## config.mk

```make
export PLATFORM = sky130hd
export DESIGN_NAME = normalized_edit_distance_similarity
export DESIGN_NICKNAME = d
export VERILOG_FILES = /design/src/rtl/core/neds_pkg.sv /design/src/rtl/core/neds_ctrl.sv /design/src/rtl/core/neds_dpath.sv /design/src/rtl/core/normalized_edit_distance_similarity.sv
export SDC_FILE = /design/constraint.sdc
export NUM_CORES = 2
export LEC_CHECK = 0
export ABC_AREA = 1
export BUFFER_PORTS_ARGS = -buffer_cell sky130_fd_sc_hd__buf_2
export CAP_MARGIN = 40
export CORE_MARGIN = 4
export CORE_UTILIZATION = 30
export DETAILED_ROUTE_END_ITERATION = 7
export PLACE_DENSITY_LB_ADDON = 0.25
export SYNTH_ARGS = -nofsm -noshare
export SYNTH_HDL_FRONTEND = slang
export SYNTH_SLANG_ARGS = --single-unit
```

## constraint.sdc

```tcl
create_clock -name clock -period 16.1 [get_ports clock]
set_clock_uncertainty 0.2 [all_clocks]
set_input_delay 3.22 -clock clock [delete_from_list [all_inputs] [get_ports clock]]
set_output_delay 3.22 -clock clock [all_outputs]
set_load 0.01 [all_outputs]
```

## src/rtl/core/neds_pkg.sv

```systemverilog
// ----------------------------------------------------------------------------
// neds_pkg
// types, constants and the byte normalizer shared by the similarity block
// ----------------------------------------------------------------------------
package neds_pkg;

   localparam int MAX_LEN   = 64;
   localparam int ADDR_W    = $clog2(MAX_LEN);
   localparam int CNT_W     = 7;
   localparam int CHAR_W    = 7;
   localparam int CODE_W    = 8;
   localparam int SIM_W     = 17;
   localparam int FRAC_W    = 16;
   localparam int NUM_W     = CNT_W + FRAC_W;
   localparam int PROD_W    = SIM_W + CNT_W;
   localparam int DIV_CNT_W = $clog2(NUM_W + 1);

   localparam logic [SIM_W-1:0] THR_RESET = 17'd52429;
   localparam logic [SIM_W-1:0] SIM_ONE   = 17'd65536;

   localparam logic CMD_REF   = 1'b0;
   localparam logic CMD_QUERY = 1'b1;

   typedef enum logic [3:0] {
      ST_IDLE,
      ST_START,
      ST_INIT,
      ST_ROW,
      ST_CELL_RD,
      ST_CELL_WR,
      ST_FINISH,
      ST_DIV,
      ST_OUT
   } state_type;

   typedef struct packed {
      logic load;
      logic start;
      logic init_step;
      logic row_start;
      logic cell_read;
      logic cell_write;
      logic finish;
      logic div_step;
      logic out_load;
   } cmd_type;

   typedef struct packed {
      logic trigger;
      logic both_nonzero;
      logic col_last;
      logic row_last;
      logic div_done;
      logic out_free;
   } sts_type;

   // zero means the byte is dropped
   function automatic logic [CHAR_W-1:0] normalize_char(input logic [CODE_W-1:0] code);
      logic [CHAR_W-1:0] res;
      res = '0;
      if (code >= 8'h30 && code <= 8'h39) begin
         res = code[CHAR_W-1:0];
      end else if (code >= 8'h61 && code <= 8'h7a) begin
         res = code[CHAR_W-1:0];
      end else if (code >= 8'h41 && code <= 8'h5a) begin
         res = code[CHAR_W-1:0] + 7'h20;
      end
      return res;
   endfunction

endpackage

```

## src/rtl/core/neds_ctrl.sv

```systemverilog
// ----------------------------------------------------------------------------
// neds_ctrl
// sequencer: loading, row init, cell sweep, divide and result hand-off
// ----------------------------------------------------------------------------
module neds_ctrl
   import neds_pkg::*;
(
   input  logic    clock,
   input  logic    reset,
   input  logic    req_valid,
   output logic    req_ready,
   input  sts_type sts,
   output cmd_type cmd
);

   state_type state_ff, state_in;

   always_ff @(posedge clock) begin
      if (reset) begin
         state_ff <= ST_IDLE;
      end else begin
         state_ff <= state_in;
      end
   end

   always_comb begin
      state_in = state_ff;
      case (state_ff)
         ST_IDLE: begin
            if (req_valid && sts.trigger) state_in = ST_START;
         end
         ST_START: begin
            state_in = sts.both_nonzero ? ST_INIT : ST_FINISH;
         end
         ST_INIT: begin
            if (sts.col_last) state_in = ST_ROW;
         end
         ST_ROW: begin
            state_in = ST_CELL_RD;
         end
         ST_CELL_RD: begin
            state_in = ST_CELL_WR;
         end
         ST_CELL_WR: begin
            if (!sts.col_last) state_in = ST_CELL_RD;
            else if (sts.row_last) state_in = ST_FINISH;
            else state_in = ST_ROW;
         end
         ST_FINISH: begin
            state_in = ST_DIV;
         end
         ST_DIV: begin
            if (sts.div_done) state_in = ST_OUT;
         end
         ST_OUT: begin
            if (sts.out_free) state_in = ST_IDLE;
         end
         default: begin
            state_in = ST_IDLE;
         end
      endcase
   end

   always_comb begin
      cmd       = '0;
      req_ready = 1'b0;
      case (state_ff)
         ST_IDLE: begin
            req_ready = 1'b1;
            cmd.load  = req_valid;
         end
         ST_START:   cmd.start      = 1'b1;
         ST_INIT:    cmd.init_step  = 1'b1;
         ST_ROW:     cmd.row_start  = 1'b1;
         ST_CELL_RD: cmd.cell_read  = 1'b1;
         ST_CELL_WR: cmd.cell_write = 1'b1;
         ST_FINISH:  cmd.finish     = 1'b1;
         ST_DIV:     cmd.div_step   = !sts.div_done;
         ST_OUT:     cmd.out_load   = sts.out_free;
         default: begin
            cmd = '0;
         end
      endcase
   end

endmodule

```

## src/rtl/core/neds_dpath.sv

```systemverilog
// ----------------------------------------------------------------------------
// neds_dpath
// character stores, distance row memory, cell arithmetic, divider, output reg
// ----------------------------------------------------------------------------
module neds_dpath
   import neds_pkg::*;
(
   input  logic               clock,
   input  logic               reset,
   input  cmd_type            cmd,
   output sts_type            sts,
   input  logic               req_command,
   input  logic [CODE_W-1:0]  req_char_code,
   input  logic               req_last,
   input  logic               csr_wr_en,
   input  logic [SIM_W-1:0]   csr_wr_data,
   output logic               rsp_valid,
   input  logic               rsp_ready,
   output logic [CNT_W-1:0]   rsp_distance,
   output logic [CNT_W-1:0]   rsp_ref_length,
   output logic [CNT_W-1:0]   rsp_query_length,
   output logic [SIM_W-1:0]   rsp_similarity_q16,
   output logic               rsp_is_match,
   output logic               rsp_overflow
);

   logic [CHAR_W-1:0] ref_mem [0:MAX_LEN-1];
   logic [CHAR_W-1:0] qry_mem [0:MAX_LEN-1];
   logic [CNT_W-1:0]  row_mem [0:MAX_LEN];

   logic [SIM_W-1:0]  thr_ff;
   logic [CNT_W-1:0]  ref_cnt_ff, qry_cnt_ff;
   logic              trunc_ff;
   logic [CNT_W-1:0]  i_ff, j_ff, left_ff, diag_ff;
   logic [CHAR_W-1:0] ref_rd_ff, qry_rd_ff;
   logic [CNT_W-1:0]  row_rd_ff;

   logic [CNT_W-1:0]  res_dist_ff, res_ref_ff, res_qry_ff, res_max_ff;
   logic              res_trunc_ff;
   logic [NUM_W-1:0]  num_ff, quo_ff;
   logic [PROD_W-1:0] prod_ff;
   logic [CNT_W-1:0]  rem_ff;
   logic [DIV_CNT_W-1:0] div_cnt_ff;
   logic              rsp_valid_ff;

   logic [CHAR_W-1:0] char_n;
   logic              ref_full, qry_full, ref_we, qry_we;
   logic [CNT_W-1:0]  i_m1, j_m1, best, up_p1, left_p1, diag_c, maxlen, dist_n;
   logic              cost, row_we;
   logic [CNT_W-1:0]  row_wdata;
   logic [CNT_W:0]    rem_sh;
   logic              q_bit;
   logic [CNT_W-1:0]  rem_n;

   assign char_n   = normalize_char(req_char_code);
   assign ref_full = (ref_cnt_ff == CNT_W'(MAX_LEN));
   assign qry_full = (qry_cnt_ff == CNT_W'(MAX_LEN));
   assign ref_we   = cmd.load && (char_n != '0) && (req_command == CMD_REF) && !ref_full;
   assign qry_we   = cmd.load && (char_n != '0) && (req_command == CMD_QUERY) && !qry_full;
   assign i_m1     = i_ff - 1'b1;
   assign j_m1     = j_ff - 1'b1;

   // character stores
   always_ff @(posedge clock) begin
      if (ref_we) ref_mem[ref_cnt_ff[ADDR_W-1:0]] <= char_n;
      if (qry_we) qry_mem[qry_cnt_ff[ADDR_W-1:0]] <= char_n;
   end

   always_ff @(posedge clock) begin
      if (cmd.row_start) ref_rd_ff <= ref_mem[i_m1[ADDR_W-1:0]];
      if (cmd.cell_read) qry_rd_ff <= qry_mem[j_m1[ADDR_W-1:0]];
   end

   // distance row
   assign cost      = (ref_rd_ff != qry_rd_ff);
   assign up_p1     = row_rd_ff + 1'b1;
   assign left_p1   = left_ff + 1'b1;
   assign diag_c    = diag_ff + CNT_W'(cost);
   always_comb begin
      best = up_p1;
      if (left_p1 < best) best = left_p1;
      if (diag_c < best) best = diag_c;
   end
   assign row_we    = cmd.init_step || cmd.cell_write;
   assign row_wdata = cmd.init_step ? j_ff : best;

   always_ff @(posedge clock) begin
      if (row_we) row_mem[j_ff] <= row_wdata;
   end

   always_ff @(posedge clock) begin
      if (cmd.cell_read) row_rd_ff <= row_mem[j_ff];
   end

   // counts and truncation
   always_ff @(posedge clock) begin
      if (reset) begin
         ref_cnt_ff <= '0;
         qry_cnt_ff <= '0;
         trunc_ff   <= 1'b0;
         thr_ff     <= THR_RESET;
      end else begin
         if (csr_wr_en) thr_ff <= csr_wr_data;
         if (cmd.finish) begin
            ref_cnt_ff <= '0;
            qry_cnt_ff <= '0;
            trunc_ff   <= 1'b0;
         end else if (cmd.load && char_n != '0) begin
            if (req_command == CMD_REF) begin
               if (ref_full) trunc_ff <= 1'b1;
               else ref_cnt_ff <= ref_cnt_ff + 1'b1;
            end else begin
               if (qry_full) trunc_ff <= 1'b1;
               else qry_cnt_ff <= qry_cnt_ff + 1'b1;
            end
         end
      end
   end

   // sweep counters and cell neighbors
   always_ff @(posedge clock) begin
      if (cmd.start) begin
         i_ff <= CNT_W'(1);
         j_ff <= CNT_W'(1);
      end else if (cmd.init_step) begin
         j_ff <= j_ff + 1'b1;
      end else if (cmd.row_start) begin
         j_ff    <= CNT_W'(1);
         left_ff <= i_ff;
         diag_ff <= i_m1;
      end else if (cmd.cell_write) begin
         left_ff <= best;
         diag_ff <= row_rd_ff;
         if (sts.col_last) i_ff <= i_ff + 1'b1;
         else j_ff <= j_ff + 1'b1;
      end
   end

   assign maxlen = (ref_cnt_ff > qry_cnt_ff) ? ref_cnt_ff : qry_cnt_ff;
   assign dist_n = sts.both_nonzero ? left_ff : maxlen;

   // restoring divider, one quotient bit per cycle
   assign rem_sh = {rem_ff, quo_ff[NUM_W-1]};
   assign q_bit  = (rem_sh >= {1'b0, res_max_ff});
   assign rem_n  = q_bit ? CNT_W'(rem_sh - {1'b0, res_max_ff}) : rem_sh[CNT_W-1:0];

   always_ff @(posedge clock) begin
      if (reset) begin
         div_cnt_ff <= '0;
      end else if (cmd.finish) begin
         div_cnt_ff <= DIV_CNT_W'(NUM_W);
      end else if (cmd.div_step) begin
         div_cnt_ff <= div_cnt_ff - 1'b1;
      end
   end

   always_ff @(posedge clock) begin
      if (cmd.finish) begin
         res_dist_ff  <= dist_n;
         res_ref_ff   <= ref_cnt_ff;
         res_qry_ff   <= qry_cnt_ff;
         res_max_ff   <= maxlen;
         res_trunc_ff <= trunc_ff;
         num_ff       <= {maxlen - dist_n, FRAC_W'(0)};
         quo_ff       <= {maxlen - dist_n, FRAC_W'(0)};
         rem_ff       <= '0;
         prod_ff      <= PROD_W'(thr_ff) * PROD_W'(maxlen);
      end else if (cmd.div_step) begin
         quo_ff <= {quo_ff[NUM_W-2:0], q_bit};
         rem_ff <= rem_n;
      end
   end

   // result register
   always_ff @(posedge clock) begin
      if (reset) begin
         rsp_valid_ff <= 1'b0;
      end else if (cmd.out_load) begin
         rsp_valid_ff <= 1'b1;
      end else if (rsp_ready) begin
         rsp_valid_ff <= 1'b0;
      end
   end

   always_ff @(posedge clock) begin
      if (cmd.out_load) begin
         rsp_distance     <= res_dist_ff;
         rsp_ref_length   <= res_ref_ff;
         rsp_query_length <= res_qry_ff;
         rsp_overflow     <= res_trunc_ff;
         if (res_max_ff == '0) begin
            rsp_similarity_q16 <= SIM_ONE;
            rsp_is_match       <= (thr_ff <= SIM_ONE);
         end else begin
            rsp_similarity_q16 <= quo_ff[SIM_W-1:0];
            rsp_is_match       <= ({1'b0, num_ff} >= prod_ff);
         end
      end
   end

   assign rsp_valid = rsp_valid_ff;

   assign sts.trigger      = (req_command == CMD_QUERY) && req_last;
   assign sts.both_nonzero = (ref_cnt_ff != '0) && (qry_cnt_ff != '0);
   assign sts.col_last     = (j_ff == qry_cnt_ff);
   assign sts.row_last     = (i_ff == ref_cnt_ff);
   assign sts.div_done     = (div_cnt_ff == '0);
   assign sts.out_free     = !rsp_valid_ff || rsp_ready;

endmodule

```

## src/rtl/core/normalized_edit_distance_similarity.sv

```systemverilog
// ----------------------------------------------------------------------------
// normalized_edit_distance_similarity
// edit distance similarity of a reference and a query name, with match flag
// ----------------------------------------------------------------------------
// Bytes load one per cycle while the block is idle; letters and digits are
// kept (lower case), everything else is dropped, and at most 64 characters
// per name are stored. A query byte with last set starts the computation:
// the distance row memory is swept cell by cell (read, then write), which is
// skipped when either name is empty, then a restoring divider produces one
// similarity bit per cycle. The result sits in an output register, so the
// next name bytes are taken while it waits to be read.
module normalized_edit_distance_similarity
   import neds_pkg::*;
(
   input  logic                clock,
   input  logic                reset,
   input  logic                req_valid,
   output logic                req_ready,
   input  logic                req_command,
   input  logic [CODE_W-1:0]   req_char_code,
   input  logic                req_last,
   output logic                rsp_valid,
   input  logic                rsp_ready,
   output logic [CNT_W-1:0]    rsp_distance,
   output logic [CNT_W-1:0]    rsp_ref_length,
   output logic [CNT_W-1:0]    rsp_query_length,
   output logic [SIM_W-1:0]    rsp_similarity_q16,
   output logic                rsp_is_match,
   output logic                rsp_overflow,
   input  logic                csr_wr_en,
   input  logic [SIM_W-1:0]    csr_wr_data
);

   cmd_type cmd;
   sts_type sts;

   neds_ctrl u_ctrl (
      .clock     (clock),
      .reset     (reset),
      .req_valid (req_valid),
      .req_ready (req_ready),
      .sts       (sts),
      .cmd       (cmd)
   );

   neds_dpath u_dpath (
      .clock              (clock),
      .reset              (reset),
      .cmd                (cmd),
      .sts                (sts),
      .req_command        (req_command),
      .req_char_code      (req_char_code),
      .req_last           (req_last),
      .csr_wr_en          (csr_wr_en),
      .csr_wr_data        (csr_wr_data),
      .rsp_valid          (rsp_valid),
      .rsp_ready          (rsp_ready),
      .rsp_distance       (rsp_distance),
      .rsp_ref_length     (rsp_ref_length),
      .rsp_query_length   (rsp_query_length),
      .rsp_similarity_q16 (rsp_similarity_q16),
      .rsp_is_match       (rsp_is_match),
      .rsp_overflow       (rsp_overflow)
   );

endmodule

```

==> impl_metrics.env <==
export IMPL_status="finished clean"
export IMPL_finalSetupViolCount=0
export IMPL_hold_viol=0
export IMPL_dpl_cell_area_um2=71800
export IMPL_drv_cap=0
export IMPL_max_freq_mhz=134
export IMPL_worstReg2RegStart="u_dpath.qry_cnt_ff[2]$_SDFFE_PP0P_"
export IMPL_rsz0062_at_grt="false"
export IMPL_drive_above_1_share=0.0814
export IMPL_die_w_um=483
export IMPL_synth_cell_type_count=54
export IMPL_start_util=0.302
export IMPL_finalInstanceArea_um2=77200
export IMPL_portBuffers=73
export IMPL_rr_endpoint="u_dpath.prod_ff[18]$_DFFE_PP_"
export IMPL_drc=0
export IMPL_cpMostUsedCell="nand2_1"
export IMPL_p_leak_uw=0.0257
export IMPL_synth_edf_count=1493
export IMPL_routed_via_density=4.89
export IMPL_slew_headroom=0.344
export IMPL_ys_flop_type="edfxtp_1"
export IMPL_nets=5989
export IMPL_regArea_um2=46400
export IMPL_final_min_clock_period_ns=7.45
export IMPL_grt_pass1_vias=42900
export IMPL_syn_avg_cell_area_um2=11.9
export IMPL_crit_end="u_dpath.prod_ff[18]$_DFFE_PP_"
export IMPL_grtUsageTotal=0.153
export IMPL_crit_type="flip-flop to flip-flop"
export IMPL_grt_pass1_wl_um=276000
export IMPL_startpoint="u_dpath.qry_cnt_ff[2]$_SDFFE_PP0P_"
export IMPL_cts_sinks=1572
export IMPL_clk_latency_ns=0.82
export IMPL_crit_fanout=16
export IMPL_root_buffer="clkbuf_16"
export IMPL_tightest_slew_ns=0.977
export IMPL_drt_pass1_iterations=6
export IMPL_io_pins=74
export IMPL_yosysMostFrequentCell="edfxtp_1"
export IMPL_power_density_nw_per_um2=154
export IMPL_max_clock_path_buffers=3
export IMPL_grt_max_degree=197
export IMPL_cp_slowest_stage_delay_ns=0.71
export IMPL_required_ns=16.43
export IMPL_cp_slowest_cell="o21ai_0"
export IMPL_ant_nets=0
export IMPL_die_area_um2=233000
export IMPL_drv_slew=0
export IMPL_fin_crit_sh=0.463
export IMPL_cp_start_kind="flip-flop"
export IMPL_cts_setup_buffers=0
export IMPL_yosys_area_top_type="edfxtp_1"
export IMPL_syn_num_nets=5914
export IMPL_ff2ff_path_depth=26
export IMPL_overflow=0
export IMPL_multi_input_area_um2=18900
export IMPL_critPathBufInv=4
export IMPL_final_setup_tns_ns=0
export IMPL_finalNonFillerCells=8914
export IMPL_rrSetupSlack_ns=8.65
export IMPL_cp_top_family="adder cells"
export IMPL_rows=174
export IMPL_hpwl_um=115000
export IMPL_critPathCaptureType="flip-flop"
export IMPL_placedCellCount=8603
export IMPL_core_um2=225000
export IMPL_dr_first_iter_drc_count=3815
export IMPL_fillers=22200
export IMPL_synth_top_area_frac=0.662
export IMPL_worstHoldStart="u_dpath.res_dist_ff[3]$_DFFE_PP_"
export IMPL_synth_async_reset_ratio=0
export IMPL_seq_area_frac_synth=0.685
export IMPL_die_y_um=483
export IMPL_cts_made_buffers=170
export IMPL_clk_pin_slew_ns=0.06
export IMPL_routedWlPerCell_um=20.7
export IMPL_gp_congestion=0.850
export IMPL_max_vdd_ir_drop_mv=0.193
export IMPL_cp_num_cells=26
export IMPL_ys_top_cells_by_area="edfxtp_1 66%, nor2_1 5.7%, o21ai_0 4.2%"
export IMPL_yosysWarnings=0
export IMPL_netlist_area_um2=67700
export IMPL_synthTopCellsByCount="1,493 x edfxtp_1, 1,025 x nor2_1, 748 x nand2_1"
export IMPL_antenna_found_initial=2
export IMPL_num_vias=43600
export IMPL_drt_wl_total_um=184000
export IMPL_cts_htree_levels=4
export IMPL_cts_tree="built"
export IMPL_cts_resized=0
export IMPL_synth_cells=5710
export IMPL_cts_hold_buf=0
export IMPL_dp_slack_ns=8.77
export IMPL_ys_ff_latch=1572
export IMPL_layout_setup_ws_ns=8.65
export IMPL_hold_class="flip-flop to flip-flop"
export IMPL_cp_arrival_ns=7.79
export IMPL_area_growth_pct=13.9
-- cell usage in the layout, fill, tap and decap left out, drive strengths merged, types with 2 or more instances in the layout --
master and n:
o21ai 621, a21o 5, nand2 756, o21a 3, nor3 32, o221ai 3, o211ai 223, inv 351
o2111ai 3, a21oi 122, mux2i 16, a22oi 47, fa 76, o21bai 3, a221oi 2, clkinvlp 6
clkinv 66, nand3 238, dfxtp 79, nor4 11, a211oi 3, nand3b 3, buf 181, o2bb2ai 5
nand4 88, o22ai 31, edfxtp 1493, a22o 5, nor3b 6, xor2 60, nor2 1033, clkbuf 220
bufinv 10, a31oi 4, xnor2 16, ha 96
-- per-stage QoR --
step	power [uW]	hold WS (ns)	utilization
2_1_floorplan	7020	0.200	-
3_3_place_gp	8200	0.209	0.317
3_5_place_dp	8260	0.209	0.320
4_1_cts	12100	0.228	0.343
5_1_grt	12500	0.241	0.343
6_report	11900	0.224	0.343
-- sequential cells by signal, indices dropped and copies added, names as in the netlist, 17 cells and up --
signal,cells
u_dpath.quo_ff,23
u_dpath.thr_ff,17
u_dpath.ref_mem,448
u_dpath.prod_ff,24
u_dpath.row_mem,455
u_dpath.qry_mem,448
u_dpath.rsp_similarity_q16,17
-- cell families after synthesis --
| group | share of synthesized area |
|---|---|
| simple gates | 0.131 |
| flops | 0.685 |
| compound gates | 0.0925 |
| buf+inv | 0.0384 |
| fa+ha+maj | 0.0402 |
| xor+xnor | 0.0105 |
| mux | 0.00236 |
-- worst min path at each step --
stage,slack (ns),to,cells past startpoint
floorplan,0.20,u_dpath.rsp_distance[0]$_DFFE_PP_,0
global placement,0.21,u_dpath.rsp_overflow$_DFFE_PP_,0
detailed placement,0.21,u_dpath.rsp_distance[4]$_DFFE_PP_,0
CTS,0.23,u_dpath.rsp_distance[4]$_DFFE_PP_,0
global route,0.24,u_dpath.rsp_distance[2]$_DFFE_PP_,0
finish,0.22,u_dpath.rsp_distance[3]$_DFFE_PP_,0
-- per-layer routing --
| metal | part of all wire | GRT usage | wire length [um] |
|---|---|---|---|
| met5 | 0.000038 | 0 | 7 |
| met4 | 0.030 | 0.0510 | 5500 |
| met2 | 0.47 | 0.247 | 85900 |
| met3 | 0.057 | 0.0251 | 10500 |
| met1 | 0.45 | 0.211 | 82200 |
-- area by class of cell --
cell class,count,area share
Antenna cell,1,0.0000324
Clock buffer,220,0.0590
Clock inverter,88,0.0105
Inverter,345,0.0169
Multi-Input combinational cell,3515,0.244
Sequential cell,1572,0.602
Tap cell,2992,0.0485
Timing Repair Buffer,181,0.0190
-- where the power goes --
group | leakage, uW | switching, uW | internal, uW
combinational | 0.0100 | 2300 | 802
sequential | 0.0131 | 72.2 | 4960
clock | 0.00259 | 1630 | 2160
total | 0.0257 | 4000 | 7920
(Power assumes the default switching activity.)
